## config.mk

```make
export PLATFORM = sky130hd
export DESIGN_NAME = fifo_demand_paging_table_core_flat
export DESIGN_NICKNAME = d
export VERILOG_FILES = /design/src/rtl/core/fdpt_pkg.sv /design/src/rtl/core/fdpt_stream_if.sv /design/src/rtl/core/fifo_demand_paging_table_core.sv /design/src/flat_wrapper.sv
export SDC_FILE = /design/constraint.sdc
export NUM_CORES = 1
export LEC_CHECK = 0
export ABC_AREA = 1
export BUFFER_PORTS_ARGS = -buffer_cell sky130_fd_sc_hd__buf_2
export CAP_MARGIN = 30
export CORE_MARGIN = 2
export CORE_UTILIZATION = 46
export CTS_CLUSTER_DIAMETER = 80
export DETAILED_ROUTE_END_ITERATION = 6
export PLACE_DENSITY_LB_ADDON = 0.15
export SKIP_LAST_GASP = 1
export SLEW_MARGIN = 10
export SYNTH_ARGS = -nofsm -noshare
export SYNTH_HDL_FRONTEND = slang
export SYNTH_SLANG_ARGS = --single-unit
export TNS_END_PERCENT = 100
```

## constraint.sdc

```tcl
create_clock -name clk -period 2.6 [get_ports clk]
set_clock_uncertainty 0.1 [all_clocks]
set_input_delay 0.52 -clock clk [delete_from_list [all_inputs] [get_ports clk]]
set_output_delay 0.52 -clock clk [all_outputs]
set_load 0.005 [all_outputs]
```

## src/rtl/core/fdpt_pkg.sv

```systemverilog
`timescale 1ns / 1ps
// fdpt_pkg: payload types and fixed field widths for the fifo demand paging table
// no dependencies; imported by the core and used as the stream interface payload

package fdpt_pkg;

    localparam int ADDR_W     = 16;
    localparam int PAGE_OUT_W = 5;
    localparam int LABEL_W    = 9;
    localparam int TIME_W     = 32;

    // frame label is LABEL_BANK * (f / LABEL_ROW + 1) + f % LABEL_ROW + 1
    localparam int LABEL_BANK = 100;
    localparam int LABEL_ROW  = 5;

    typedef struct packed {
        logic [ADDR_W-1:0] address;
        logic              is_write;
    } access_t;

    typedef struct packed {
        logic [PAGE_OUT_W-1:0] page_index;
        logic [LABEL_W-1:0]    frame_label;
        logic                  hit;
        logic                  evict_valid;
        logic [PAGE_OUT_W-1:0] evicted_page;
        logic                  evicted_dirty;
        logic [TIME_W-1:0]     access_time;
        logic                  out_of_range;
    } result_t;

endpackage

```

## src/rtl/core/fdpt_stream_if.sv

```systemverilog
`timescale 1ns / 1ps
// fdpt_stream_if: valid/ready channel carrying one payload item per transfer
// payload type is a parameter, normally a struct from fdpt_pkg

interface fdpt_stream_if #(
    parameter type T = logic
);
    logic valid;
    logic ready;
    T     data;

    modport source (output valid, output data, input ready);
    modport sink   (input valid, input data, output ready);
endinterface

```

## src/rtl/core/fifo_demand_paging_table_core.sv

```systemverilog
`timescale 1ns / 1ps
// FIFO demand paging table. Each access transfer carries an address and a write flag;
// the page number is address / PAGE_SIZE, formed by a reciprocal multiply on the way
// into the input register. The second stage looks the page up in the flop-based page
// and frame tables, picks the round-robin victim frame on a miss, updates the tables
// and the saturating access counter in the same cycle, and loads the result register.
// One access is taken every cycle; a result passes the input register and then the
// result register, and both stages stall only when the result register is full and
// not taken. The tables are read and written back in the same cycle, which sets the
// rate. No clearing pass after reset. Depends on fdpt_pkg and fdpt_stream_if.

module fifo_demand_paging_table_core #(
    parameter int NUM_FRAMES = 15,
    parameter int NUM_PAGES  = 26,
    parameter int PAGE_SIZE  = 200
) (
    input  logic          clk,
    input  logic          rst_n,
    fdpt_stream_if.sink   access,
    fdpt_stream_if.source result
);
    import fdpt_pkg::*;

    localparam int FW = (NUM_FRAMES > 1) ? $clog2(NUM_FRAMES) : 1;
    localparam int PW = (NUM_PAGES > 1) ? $clog2(NUM_PAGES) : 1;

    // exact quotient for every 16-bit address: m = ceil(2^(16+l) / d), l = ceil(log2 d)
    localparam int              DIV_L     = $clog2(PAGE_SIZE);
    localparam int              DIV_SHIFT = ADDR_W + DIV_L;
    localparam int              MUL_W     = ADDR_W + 1;
    localparam int              PROD_W    = ADDR_W + MUL_W;
    localparam longint unsigned DIV_MUL_FULL =
        ((64'd1 << DIV_SHIFT) + PAGE_SIZE - 1) / PAGE_SIZE;
    localparam logic [MUL_W-1:0] DIV_MUL = MUL_W'(DIV_MUL_FULL);

    // input stage
    logic [PROD_W-1:0] div_prod;
    logic [ADDR_W-1:0] page_full;
    logic              page_oor;
    logic              s1_valid_reg;
    logic              s1_oor_reg;
    logic [PW-1:0]     s1_page_reg;
    logic              s1_write_reg;
    logic              s1_adv;

    // tables
    logic [NUM_PAGES-1:0]  page_mapped_reg;
    logic [NUM_PAGES-1:0]  page_dirty_reg;
    logic [FW-1:0]         page_frame_reg [NUM_PAGES];
    logic [NUM_FRAMES-1:0] frame_in_use_reg;
    logic [PW-1:0]         frame_owner_reg [NUM_FRAMES];
    logic [FW-1:0]         next_victim_reg;
    logic [FW-1:0]         next_victim_next;
    logic [TIME_W-1:0]     count_reg;
    logic [TIME_W-1:0]     count_inc;
    logic [LABEL_W-1:0]    label_tbl [NUM_FRAMES];

    // lookup
    logic          hit;
    logic [FW-1:0] victim;
    logic [PW-1:0] old_page;
    logic          evict;
    logic          evict_dirty;
    logic [FW-1:0] frame;
    logic          do_update;

    // result stage
    logic    out_valid_reg;
    result_t out_data_reg;
    result_t out_data_next;

    for (genvar g = 0; g < NUM_FRAMES; g++) begin : g_label
        assign label_tbl[g] =
            LABEL_W'(LABEL_BANK * (g / LABEL_ROW + 1) + g % LABEL_ROW + 1);
    end

    // ---------------- input stage ----------------
    assign div_prod  = PROD_W'(access.data.address) * PROD_W'(DIV_MUL);
    assign page_full = ADDR_W'(div_prod >> DIV_SHIFT);
    assign page_oor  = (page_full >= ADDR_W'(NUM_PAGES));

    assign s1_adv       = s1_valid_reg && (!out_valid_reg || result.ready);
    assign access.ready = !s1_valid_reg || s1_adv;

    always_ff @(posedge clk or negedge rst_n)
    begin
        if (!rst_n)
        begin
            s1_valid_reg <= 1'b0;
        end
        else if (access.ready)
        begin
            s1_valid_reg <= access.valid;
        end
    end

    always_ff @(posedge clk)
    begin
        if (access.valid && access.ready)
        begin
            s1_oor_reg   <= page_oor;
            s1_page_reg  <= page_oor ? '0 : PW'(page_full);
            s1_write_reg <= access.data.is_write;
        end
    end

    // ---------------- lookup and update ----------------
    assign hit         = page_mapped_reg[s1_page_reg];
    assign victim      = next_victim_reg;
    assign old_page    = frame_owner_reg[victim];
    assign evict       = !hit && frame_in_use_reg[victim];
    assign evict_dirty = evict && page_dirty_reg[old_page];
    assign frame       = hit ? page_frame_reg[s1_page_reg] : victim;
    assign do_update   = s1_adv && !s1_oor_reg;

    assign count_inc = (count_reg == '1) ? count_reg : count_reg + 1'b1;
    assign next_victim_next = (victim == FW'(NUM_FRAMES - 1)) ? '0 : victim + 1'b1;

    always_ff @(posedge clk or negedge rst_n)
    begin
        if (!rst_n)
        begin
            page_mapped_reg  <= '0;
            page_dirty_reg   <= '0;
            frame_in_use_reg <= '0;
            next_victim_reg  <= '0;
            count_reg        <= '0;
        end
        else if (do_update)
        begin
            count_reg <= count_inc;
            if (hit)
            begin
                if (s1_write_reg)
                begin
                    page_dirty_reg[s1_page_reg] <= 1'b1;
                end
            end
            else
            begin
                // old owner cannot be the requested page, it is unmapped
                if (evict)
                begin
                    page_mapped_reg[old_page] <= 1'b0;
                end
                page_mapped_reg[s1_page_reg] <= 1'b1;
                page_dirty_reg[s1_page_reg]  <= s1_write_reg;
                frame_in_use_reg[victim]     <= 1'b1;
                next_victim_reg              <= next_victim_next;
            end
        end
    end

    always_ff @(posedge clk)
    begin
        if (do_update && !hit)
        begin
            frame_owner_reg[victim]     <= s1_page_reg;
            page_frame_reg[s1_page_reg] <= victim;
        end
    end

    // ---------------- result stage ----------------
    always_comb
    begin
        out_data_next = '0;
        if (s1_oor_reg)
        begin
            out_data_next.access_time  = count_reg;
            out_data_next.out_of_range = 1'b1;
        end
        else
        begin
            out_data_next.page_index    = PAGE_OUT_W'(s1_page_reg);
            out_data_next.frame_label   = label_tbl[frame];
            out_data_next.hit           = hit;
            out_data_next.evict_valid   = evict;
            out_data_next.evicted_page  = evict ? PAGE_OUT_W'(old_page) : '0;
            out_data_next.evicted_dirty = evict_dirty;
            out_data_next.access_time   = count_inc;
        end
    end

    always_ff @(posedge clk or negedge rst_n)
    begin
        if (!rst_n)
        begin
            out_valid_reg <= 1'b0;
        end
        else if (s1_adv)
        begin
            out_valid_reg <= 1'b1;
        end
        else if (result.ready)
        begin
            out_valid_reg <= 1'b0;
        end
    end

    always_ff @(posedge clk)
    begin
        if (s1_adv)
        begin
            out_data_reg <= out_data_next;
        end
    end

    assign result.valid = out_valid_reg;
    assign result.data  = out_data_reg;

    // ---------------- assertions ----------------
    // the number of mapped pages equals the number of frames in use
    a_map_balance: assert property (@(posedge clk) disable iff (!rst_n)
        $countones(page_mapped_reg) == $countones(frame_in_use_reg))
        else $error("mapped page count differs from frames in use");

    a_victim_range: assert property (@(posedge clk) disable iff (!rst_n)
        next_victim_reg < FW'(NUM_FRAMES - 1) || next_victim_reg == FW'(NUM_FRAMES - 1))
        else $error("victim pointer beyond frame count");

    a_page_mapped: assert property (@(posedge clk) disable iff (!rst_n)
        do_update |=> page_mapped_reg[$past(s1_page_reg)])
        else $error("accessed page not mapped after update");

    a_count_mono: assert property (@(posedge clk) disable iff (!rst_n)
        s1_valid_reg |=> count_reg >= $past(count_reg))
        else $error("access counter went backwards");

    a_evict_miss: assert property (@(posedge clk) disable iff (!rst_n)
        (result.valid && result.data.evict_valid) |-> !result.data.hit)
        else $error("eviction reported on a hit");

endmodule

```

## src/flat_wrapper.sv

```systemverilog
// flat-port wrapper written by rule: the top's interface ports become plain ports
module fifo_demand_paging_table_core_flat import fdpt_pkg::*;
#(
    parameter int NUM_FRAMES = 15,
    parameter int NUM_PAGES  = 26,
    parameter int PAGE_SIZE  = 200
)
  (clk, rst_n, access_valid, access_data, access_ready, result_valid, result_data, result_ready);
  fdpt_stream_if #(.T(access_t)) access_i ();
  fdpt_stream_if #(.T(result_t)) result_i ();
  input  logic clk;
  input  logic rst_n;
  input wire logic [$bits(access_i.valid)-1:0] access_valid;
  input wire logic [$bits(access_i.data)-1:0] access_data;
  output wire logic [$bits(access_i.ready)-1:0] access_ready;
  output wire logic [$bits(result_i.valid)-1:0] result_valid;
  output wire logic [$bits(result_i.data)-1:0] result_data;
  input wire logic [$bits(result_i.ready)-1:0] result_ready;
  assign access_i.valid = access_valid;
  assign access_i.data = access_data;
  assign access_ready = access_i.ready;
  assign result_valid = result_i.valid;
  assign result_data = result_i.data;
  assign result_i.ready = result_ready;
  fifo_demand_paging_table_core #(.NUM_FRAMES(NUM_FRAMES), .NUM_PAGES(NUM_PAGES), .PAGE_SIZE(PAGE_SIZE)) u_core (.clk(clk), .rst_n(rst_n), .access(access_i), .result(result_i));
endmodule
```

### Word-level counts from Yosys, hierarchy flattened

Memories as Yosys holds them, arrays and structs flattened. A register that Yosys moved wholly into a read port is not among the register bits.
Index checks and enable logic that the tools add are counted.

* divide/modulo/power cells: 0
* order comparisons: 7
* bitwise operators: 8
* multiply operators: 1
* multiplexer cells: 29
* equal/unequal tests: 3
* reductions and logical operators: 19
* shift operators: 0
* add/sub/neg operators: 2

Operators by type and width (number)
* $mux W26: 5
* $mux W32: 2
* $or A26 B26 Y26: 2
* $mul A16 B17 Y33 const B: 1
* $add A32 B1 Y32 const B: 1
* $eq A32 B32 Y1 const B: 1
* $and A26 B26 Y26: 1
* $bwmux W26: 1
* $not A26 Y26: 1
* $or A15 B15 Y15: 1
* $lt A5 B6 Y1 const B: 2
* $mux W1: 11
* $bmux W1 S5: 2
* $demux W1 S5: 2
* $ge A5 B1 Y1 const B: 2
* $mux W5: 2
* $ge A9 B5 Y1 const B: 1
* $logic_and A1 B1 Y1: 9
* $mux W4: 2
* $lt A4 B5 Y1 const B: 1
* $not A4 Y5: 1
* $add A4 B1 Y4 const B: 1
* $bmux W1 S4: 1
* $demux W1 S4: 1
* 9 further kinds: 15

* output and inout port bits: 57
* RAM bits: 179
* memories: 3
* flip-flop bits (word level): 158
* input port bits: 21
* bits in latches: 0
* word-level logic and storage cells: 89
* bits in read-only memories: 144

Memories
* (no name shown): depth 16, bits a word 9, read ports 1, clocked after memory_dff 1, write ports 0, RTL line fifo_demand_paging_table_core.sv:175 `out_data_next.frame_label = label_tbl[frame];`
* u_core.page_frame_reg: depth 26, bits a word 4, read ports 1, clocked after memory_dff 1, write ports 1, RTL line fifo_demand_paging_table_core.sv:49 `logic [FW-1:0] page_frame_reg [NUM_PAGES];`
* u_core.frame_owner_reg: depth 15, bits a word 5, read ports 1, clocked after memory_dff 0, write ports 1, RTL line fifo_demand_paging_table_core.sv:51 `logic [PW-1:0] frame_owner_reg [NUM_FRAMES];`

### Logic depth before layout (Yosys ltp)

Gate-level depths: netlist (run 1).
An unclocked memory read counts as a cell.

* depth after elaboration: 11
* gate-level depth with buffers: 28
* mapped depth without buffers: 28

### Least setup slack after synthesis (run 1)

Ideal clock, no wire load.

* path type: input-to-reg
* start: input port access_data[14]
* end: register u_core.s1_oor_reg (data pin)
* path buffers: 0
* arrival: 5304 ps
* cell stages on the path: 24
* required time: 2207 ps
* setup slack: -3098 ps
* cell sequence: inv_1 fa_1 fa_1 inv_1 fa_1 fa_1 fa_1 inv_1 fa_1 inv_1 ha_1 nand2_1 inv_1 nand2_1 nor3_1 nand2_1 nand2_1 nand2_1 nand2_1 nand2_1 nand2_1 nand3_1 nor2_1 nand2_1

* word-level cells in the longest chain between the ends: 2

RTL lines
* from (decl): RTL line flat_wrapper.sv:14 `input wire logic [$bits(access_i.data)-1:0] access_data;`
* $mul A16 B17 Y33: RTL line fifo_demand_paging_table_core.sv:78 `assign div_prod = PROD_W'(access.data.address) * PROD_W'(DIV_MUL);`
* $ge A9 B5 Y1: RTL line fifo_demand_paging_table_core.sv:80 `assign page_oor = (page_full >= ADDR_W'(NUM_PAGES));`
* net u_core.page_oor: RTL line fifo_demand_paging_table_core.sv:39 `logic page_oor;`
* to (signal assigned): RTL line fifo_demand_paging_table_core.sv:101 `s1_oor_reg <= page_oor;`
* to (decl): RTL line fifo_demand_paging_table_core.sv:41 `logic s1_oor_reg;`

The timed path passes the listed nets, and every way through them passes these cells.
A chain may end at the register's enable or synchronous reset.

==> out/results.ini, run 1 <==
[run_status]
status=finished with violations
violations=negative setup slack

[clocking]
clkSlewWorstSetupHoldPaths_ns=0.06
insertion_delay_ns=0.56
number_of_buffers_inserted_during_clock_tree_synthesis=39
ctsLongestPathBuffers=3
number_of_h_tree_levels=2
cts_tree=built
cts_num_sinks=351
clockRootBuffer=sky130_fd_sc_hd__clkbuf_16

[floorplanning]
ios=78
start_util=0.468
cell_rows=78
dieWidth_um=219
die_height_um=219
fp.coreArea_um2=45600
die_area_um2=48100

[sta]
post-route-period-util=1.94
final.setup.worst_slack_ns=-2.44
grt_setup_unrepaired=yes
slew_headroom=0.521
finalHoldWorstSlack_ns=0.0488
setup_viol=254
finalSetupTns_ns=-58.99
fmax_mhz=198
timing_max_transition_violations_final=0
finalHoldViolations=0
max_slew.worst_pin.slew_ns=0.714
finalCriticalPeriod_ns=5.04

[cells_and_area]
postLayoutCellArea_um2=28300
fill_cells=3721
n_antenna_cell=0
nNetsFinal=3017
final_layout_size_suffix_gt1_frac=0.289
areaGrowthSynthToFinish_pct=32.7
largest_register_ffs=104
leading_cell_types_in_the_layout_fill_and_taps_excluded=sky130_fd_sc_hd__nand2_1, sky130_fd_sc_hd__inv_1, sky130_fd_sc_hd__buf_4
layout.cells.most_common=sky130_fd_sc_hd__nand2_1

[synthesis]
syn_area_per_cell_um2=9.07
yosys.cell_types.count=41
post_synth_inst_count=2352
synth_area_leaders=sky130_fd_sc_hd__edfxtp_1, sky130_fd_sc_hd__dfrtp_1, sky130_fd_sc_hd__nand2_1
synth.top_cell.area_share=0.339
synthDominantAreaCellType=sky130_fd_sc_hd__edfxtp_1
sequential_cell_area_fraction_in_the_yosys_report=0.467
synth.net_count=2609
synth_top_flop_cell=sky130_fd_sc_hd__edfxtp_1
postSynth.asyncResetShare=0.299
cell_area_after_synthesis_um2=21300
synth_enable_flop_cells=241
ys.warnings.count=0
yosys_register_bits=351

[placement]
dp_hpwl_mm=42.2
numPortBuffers=77
placed_cell_area_um2=24600
gp_congestion=0.934

[grt]
global_route_wire_length_before_repair_mm=88.5
first_global_vias=16500
total_global_route_track_usage=0.237
number_of_antenna_violations_at_the_first_check_in_global_routing=1
grt_remaining_overflow=0
largest_net_degree_at_the_start_of_global_routing=64

[setup_path]
worstSetupPathType=in2reg
worstPathRequired_ns=2.99
highest_fanout_seen_on_the_critical_path=4
worst_ep_arrival_time_ns=5.44
endpoint_kind=register
cp_num_buf_inv=7
timing.critical_path.slowest_cell_delay_ns=0.57
crit_path_start_kind=input port
cp_slowest_cell=sky130_fd_sc_hd__fa_2
cp_common_cell=sky130_fd_sc_hd__nand2_1
critical_path.top_delay_family=adder cells

[drt]
num_vias=17300
average_routed_wire_per_standard_cell_um=17.3
routed_via_density=5.10
wl_mm=58.6
route.antenna.remaining_nets=0
drc=0
drtIter0Drc=1201
detail_route.first_pass.iterations=5

[power_and_ir_drop]
p_leak_nw=13.0
peakVddDrop_v=0.00113
post_layout_power_w=0.0384
power.density_nw_per_um2=1350

[min_path]
worst_hold_path_type=in2reg

[job]
drv.max_cap_violation_count=0

[through the flow]
stage               setup WS (ns)  utilization  cells
CTS                         -2.36        0.578   3336
detailed placement          -3.15        0.540   3251
global placement            -3.11        0.540   3251
floorplan                   -2.66            -   2352
global route                -2.66        0.621   3390
finish                      -2.44        0.621   3390
[cell usage after synthesis (7+ instances only)]
cell,count
sky130_fd_sc_hd__a22oi_1,15
sky130_fd_sc_hd__nor3_1,15
sky130_fd_sc_hd__fa_1,97
sky130_fd_sc_hd__nor2_2,17
sky130_fd_sc_hd__xor2_1,15
sky130_fd_sc_hd__clkbuf_1,28
sky130_fd_sc_hd__or2_2,14
sky130_fd_sc_hd__buf_2,13
sky130_fd_sc_hd__nor2_1,216
sky130_fd_sc_hd__a21oi_1,71
sky130_fd_sc_hd__o21bai_1,8
sky130_fd_sc_hd__nand3_1,88
sky130_fd_sc_hd__edfxtp_1,241
sky130_fd_sc_hd__nor4_1,8
sky130_fd_sc_hd__nand2_2,7
sky130_fd_sc_hd__ha_1,139
sky130_fd_sc_hd__o211ai_1,22
sky130_fd_sc_hd__inv_1,388
sky130_fd_sc_hd__o21ai_0,135
sky130_fd_sc_hd__nand4_1,25
sky130_fd_sc_hd__o21ai_1,30
sky130_fd_sc_hd__dfrtp_1,105
sky130_fd_sc_hd__nand2_1,597
sky130_fd_sc_hd__inv_2,8
[logic make-up after synthesis]
| group | count (synthesis) | synth area share |
|---|---|---|
| AOI/OAI and AO/OA | 292 | 0.0749 |
| xor gates and xnor gates | 18 | 0.00739 |
| adders and majority gates | 236 | 0.173 |
| buffers and inverters | 450 | 0.0811 |
| DFF | 351 | 0.467 |
| and+or+nand+nor | 1005 | 0.197 |
[worst paths after layout]
check,from,endpoint,slack [ns],depth (start not counted)
worst max-delay path,access_data[6],register,-2.44,27
worst min-delay path,access_data[0],u_core.s1_write_reg,0.05,1
worst max register to register,u_core.s1_page_reg[0],u_core.page_mapped_reg[2],-0.23,17
min in group asynchronous,rst_n,u_core.page_dirty_reg[0],0.40,2
worst min register to register,u_core.frame_in_use_reg[6],u_core.frame_in_use_reg[6],0.37,2
max in group asynchronous,rst_n,u_core.count_reg[0],1.34,3
[area by class of cell]
| type | count | area [um2] | share of cell area |
|---|---|---|---|
| multi-input combinational | 1553 | 11100 | 0.392 |
| sequential | 351 | 9970 | 0.352 |
| clock inverter | 22 | 320 | 0.0113 |
| inverter | 402 | 1680 | 0.0592 |
| timing repair buffer | 413 | 3460 | 0.122 |
| tap | 600 | 751 | 0.0265 |
| clock buffer | 49 | 1040 | 0.0368 |
[metal layers]
| metal | wire length [um] | global-route usage | vias up |
|---|---|---|---|
| met5 | 8 | 0 | - |
| met4 | 1400 | 0.0570 | 2 |
| met3 | 3230 | 0.0351 | 104 |
| met2 | 27100 | 0.371 | 479 |
| met1 | 26900 | 0.347 | 8293 |
| li1 | - | - | 8427 |
[power breakdown]
group	switching, W	internal (W)
Clock	0.00230	0.00358
Combinational	0.0142	0.0101
Sequential	0.000709	0.00741
[repair_timing]
action | CTS | global route
gates resized for setup | 76 | 395
endpoints found under the setup margin | 82 | 260
setup buffers | 13 | 51
pin swaps | 46 | 67
endpoints found under the hold margin | 36 | 0
gates cloned | 0 | 4
hold buffers | 1 | 0
Note: power is estimated with default switching activity, not from simulation.
==> run 2: changes to the inputs <==
--- a/config.mk
+++ b/config.mk
@@ -5,12 +5,11 @@
 export SDC_FILE = /design/constraint.sdc
 export NUM_CORES = 1
 export LEC_CHECK = 0
-export ABC_AREA = 1
 export BUFFER_PORTS_ARGS = -buffer_cell sky130_fd_sc_hd__buf_2
 export CAP_MARGIN = 30
 export CORE_MARGIN = 2
 export CORE_UTILIZATION = 46
-export CTS_CLUSTER_DIAMETER = 80
+export CTS_CLUSTER_DIAMETER = 40
 export DETAILED_ROUTE_END_ITERATION = 6
 export PLACE_DENSITY_LB_ADDON = 0.15
 export SKIP_LAST_GASP = 1
==> out/results.ini, run 2 <==
[cells_and_area]
leading_cell_types_in_the_layout_fill_and_taps_excluded=sky130_fd_sc_hd__buf_4, sky130_fd_sc_hd__edfxtp_1, sky130_fd_sc_hd__inv_1
final_layout_size_suffix_gt1_frac=0.408  ; +0.119
nNetsFinal=2295  ; -24%
stdcell_count=2660  ; -22%
largest_register_ffs=104  ; unchanged
layout.cells.most_common=sky130_fd_sc_hd__buf_4
n_antenna_cell=0  ; unchanged
fill_cells=3234  ; -13%
areaGrowthSynthToFinish_pct=36.4
final_util=0.638  ; +0.0167
sequential_cell_area_um2=9970  ; about the same
area_of_combinational_cells_with_multiple_inputs_um2=10500  ; -5.4%

[power_and_ir_drop]
netSwitchingFraction=0.396  ; -0.0540
post_layout_power_w=0.0363  ; -5.3%
power.density_nw_per_um2=1320  ; -2.6%
comb_power_share=0.617  ; -0.018
p_leak_nw=11.8  ; -9.0%
peakVddDrop_v=0.00107  ; -5.2%
intPower_w=0.0220  ; +4.0%
switchingPower_w=0.0144  ; -17%
clkPwrFrac=0.174  ; +0.021
power.share.sequential=0.208  ; -0.004

[clocking]
ctsLongestPathBuffers=3  ; unchanged
clkSlewWorstSetupHoldPaths_ns=0.06  ; about the same
cts_tree=built
clockRootBuffer=sky130_fd_sc_hd__clkbuf_16
number_of_buffers_inserted_during_clock_tree_synthesis=45  ; +15%
cts_num_sinks=351  ; unchanged
number_of_h_tree_levels=2  ; unchanged
insertion_delay_ns=0.54  ; -0.02 ns

[synthesis]
synth.top_cell.area_share=0.358  ; +0.0192
synth_area_leaders=sky130_fd_sc_hd__edfxtp_1, sky130_fd_sc_hd__dfrtp_1, sky130_fd_sc_hd__fa_1
synth_top_cells_by_count=sky130_fd_sc_hd__edfxtp_1, sky130_fd_sc_hd__inv_1, sky130_fd_sc_hd__ha_1
ys.warnings.count=0  ; unchanged
synthDominantAreaCellType=sky130_fd_sc_hd__edfxtp_1
postSynth.asyncResetShare=0.299  ; unchanged
yosys_register_bits=351  ; unchanged
synth.most_common_cell=sky130_fd_sc_hd__edfxtp_1
synth_top_flop_cell=sky130_fd_sc_hd__edfxtp_1
syn_area_per_cell_um2=12.7  ; +39%
synth_enable_flop_cells=241  ; unchanged
post_synth_inst_count=1596  ; -32%
cell_area_after_synthesis_um2=20200  ; -5.3%
yosys.cell_types.count=69  ; +68%
sequential_cell_area_fraction_in_the_yosys_report=0.493  ; +0.0264
synth.net_count=1853  ; -29%

[drt]
drtIter0Drc=730  ; -39%
num_vias=13900  ; -19%
detail_route.first_pass.iterations=5  ; unchanged
average_routed_wire_per_standard_cell_um=19.4  ; +12%
route.antenna.remaining_nets=0  ; unchanged
drc=0  ; unchanged
routed_via_density=5.24  ; +2.7%
wl_mm=51.5  ; -12%

[setup_path]
worstPathRequired_ns=2.80  ; -0.19 ns
worstSetupPathType=in2reg
highest_fanout_seen_on_the_critical_path=8  ; +4
crit_path_start_kind=input port
worst_ep_arrival_time_ns=6.03  ; +0.59 ns
endpoint_kind=register

[grt]
grt_remaining_overflow=0  ; unchanged
total_global_route_track_usage=0.232  ; -0.00522
largest_net_degree_at_the_start_of_global_routing=61  ; -4.7%
global_route_wire_length_before_repair_mm=80.7  ; -8.7%
number_of_antenna_violations_at_the_first_check_in_global_routing=0  ; -1
first_global_vias=14700  ; -11%

[sta]
final.setup.worst_slack_ns=-3.23  ; -0.788 ns
grt_setup_unrepaired=yes
setup_viol=271  ; +6.7%
finalHoldViolations=0  ; unchanged
timing_max_transition_violations_final=0  ; unchanged
slew_headroom=0.545  ; +0.0238
finalSetupTns_ns=-153.94  ; -94.95 ns
max_slew.worst_pin.slew_ns=0.676  ; -0.0384 ns
post-route-period-util=2.24  ; +0.303
finalCriticalPeriod_ns=5.83  ; +0.788 ns
fmax_mhz=172  ; -14%

[placement]
post_place_setup_slack_ns=-3.91  ; -0.756 ns
place_inst=2515  ; -23%
dp_hpwl_mm=37.6  ; -11%
numPortBuffers=77  ; unchanged
gp_congestion=0.898  ; -3.9%

[floorplanning]
die_area_um2=45600  ; -5.2%
ios=78  ; unchanged
dieWidth_um=214  ; -2.7%
die_height_um=214  ; -2.7%
cell_rows=76  ; -2.6%
start_util=0.468  ; about the same
fp.coreArea_um2=43200  ; -5.3%

[min_path]
worst_hold_path_type=in2reg

[run_status]
status=finished with violations
violations=negative setup slack

[job]
drv.max_cap_violation_count=0  ; unchanged

==> run 2: cell types whose count changed after synthesis, moves of 27 or more <==
cell and delta:
sky130_fd_sc_hd__nand2_1 -460, sky130_fd_sc_hd__inv_1 -176, sky130_fd_sc_hd__nor2_1 -146, sky130_fd_sc_hd__o21ai_0 -80, sky130_fd_sc_hd__nand3_1 -58, sky130_fd_sc_hd__mux4_2 +57, sky130_fd_sc_hd__xnor2_1 +47, sky130_fd_sc_hd__a21oi_1 -36
sky130_fd_sc_hd__mux2i_1 +31, sky130_fd_sc_hd__o21ai_1 -27
==> run 2: cell type report <==
class,instances,area share
Tap cell,585,0.0266
Timing Repair Buffer,450,0.140
Multi-Input combinational cell,977,0.381
Inverter,213,0.0333
Clock inverter,31,0.0134
Clock buffer,53,0.0435
Sequential cell,351,0.362
==> run 2: metrics by stage <==
| stage | instance area (um2) | hold WS, ns |
|---|---|---|
| floorplan | 20800 | 0.124 |
| global placement | 24100 | 0.269 |
| detailed placement | 24100 | 0.273 |
| CTS | 27100 | 0.0881 |
| global route | 27500 | 0.0798 |
| finish | 27500 | 0.114 |
==> run 2: worst max-delay path: stages <==
cell,delay (ns)
sky130_fd_sc_hd__buf_6,0.10
sky130_fd_sc_hd__inv_2,0.04
sky130_fd_sc_hd__fa_2,0.52
sky130_fd_sc_hd__fa_1,0.55
sky130_fd_sc_hd__inv_1,0.05
sky130_fd_sc_hd__fa_1,0.56
sky130_fd_sc_hd__fa_1,0.47
sky130_fd_sc_hd__fa_1,0.52
sky130_fd_sc_hd__inv_1,0.05
sky130_fd_sc_hd__fa_1,0.48
sky130_fd_sc_hd__inv_2,0.05
sky130_fd_sc_hd__ha_4,0.28
sky130_fd_sc_hd__nand2_1,0.13
sky130_fd_sc_hd__a2111oi_4,0.36
sky130_fd_sc_hd__a21oi_2,0.10
sky130_fd_sc_hd__o211ai_2,0.22
sky130_fd_sc_hd__a221oi_2,0.09
sky130_fd_sc_hd__xnor2_1,0.13
sky130_fd_sc_hd__or4_4,0.57
sky130_fd_sc_hd__or2_4,0.25
==> run 2: kinds of logic (layout without fill, tap and decap cells) <==
family                     after synthesis  in the layout  share of synthesized area
DFF                                    351            351                      0.493
adders and majority gates              236            236                      0.182
AOI/OAI and AO/OA                      191            192                     0.0631
xor gates and xnor gates                69             69                     0.0299
muxes                                   98             98                     0.0856
buffers and inverters                  269            747                     0.0537
and+or+nand+nor                        382            382                     0.0921
==> run 2: worst paths after layout <==
kind,startpoint,to,slack [ns],depth (start not counted)
min in group asynchronous,rst_n,u_core.frame_in_use_reg[4],0.25,2
max,access_data[16],u_core.s1_oor_reg,-3.23,20
min,access_data[0],u_core.s1_write_reg,0.11,1
max in group asynchronous,rst_n,u_core.count_reg[24],1.40,3
min reg2reg,u_core.frame_in_use_reg[6],u_core.frame_in_use_reg[6],0.36,1
max reg2reg,u_core.s1_page_reg[0],u_core.result.data[42],-0.76,10
==> run 2: power by group through the flow <==
stage | Sequential (W) | Clock [W] | Combinational, W
2_1_floorplan | 0.00753 | 0 | 0.0113
3_3_place_gp | 0.00760 | 0 | 0.0180
3_5_place_dp | 0.00762 | 0 | 0.0182
4_1_cts | 0.00753 | 0.00643 | 0.0214
5_1_grt | 0.00763 | 0.00669 | 0.0246
6_report | 0.00756 | 0.00634 | 0.0224
==> run 2: repair_timing <==
action,CTS,global route
setup buffers,46,16
gates resized for setup,248,87
pin swaps,102,45
cloned,4,0
hold buffers,1,0
endpoints found under the hold margin,9,0
setup endpoints to repair,275,283
==> run 2: routing by layer <==
layer,vias up,GRT usage,wire length (um),part of all wire
met5,-,0,0,0
met4,0,0.0654,1610,0.031
met3,109,0.0294,2170,0.042
met2,340,0.400,25600,0.50
met1,6972,0.309,22100,0.43
li1,6528,-,-,-
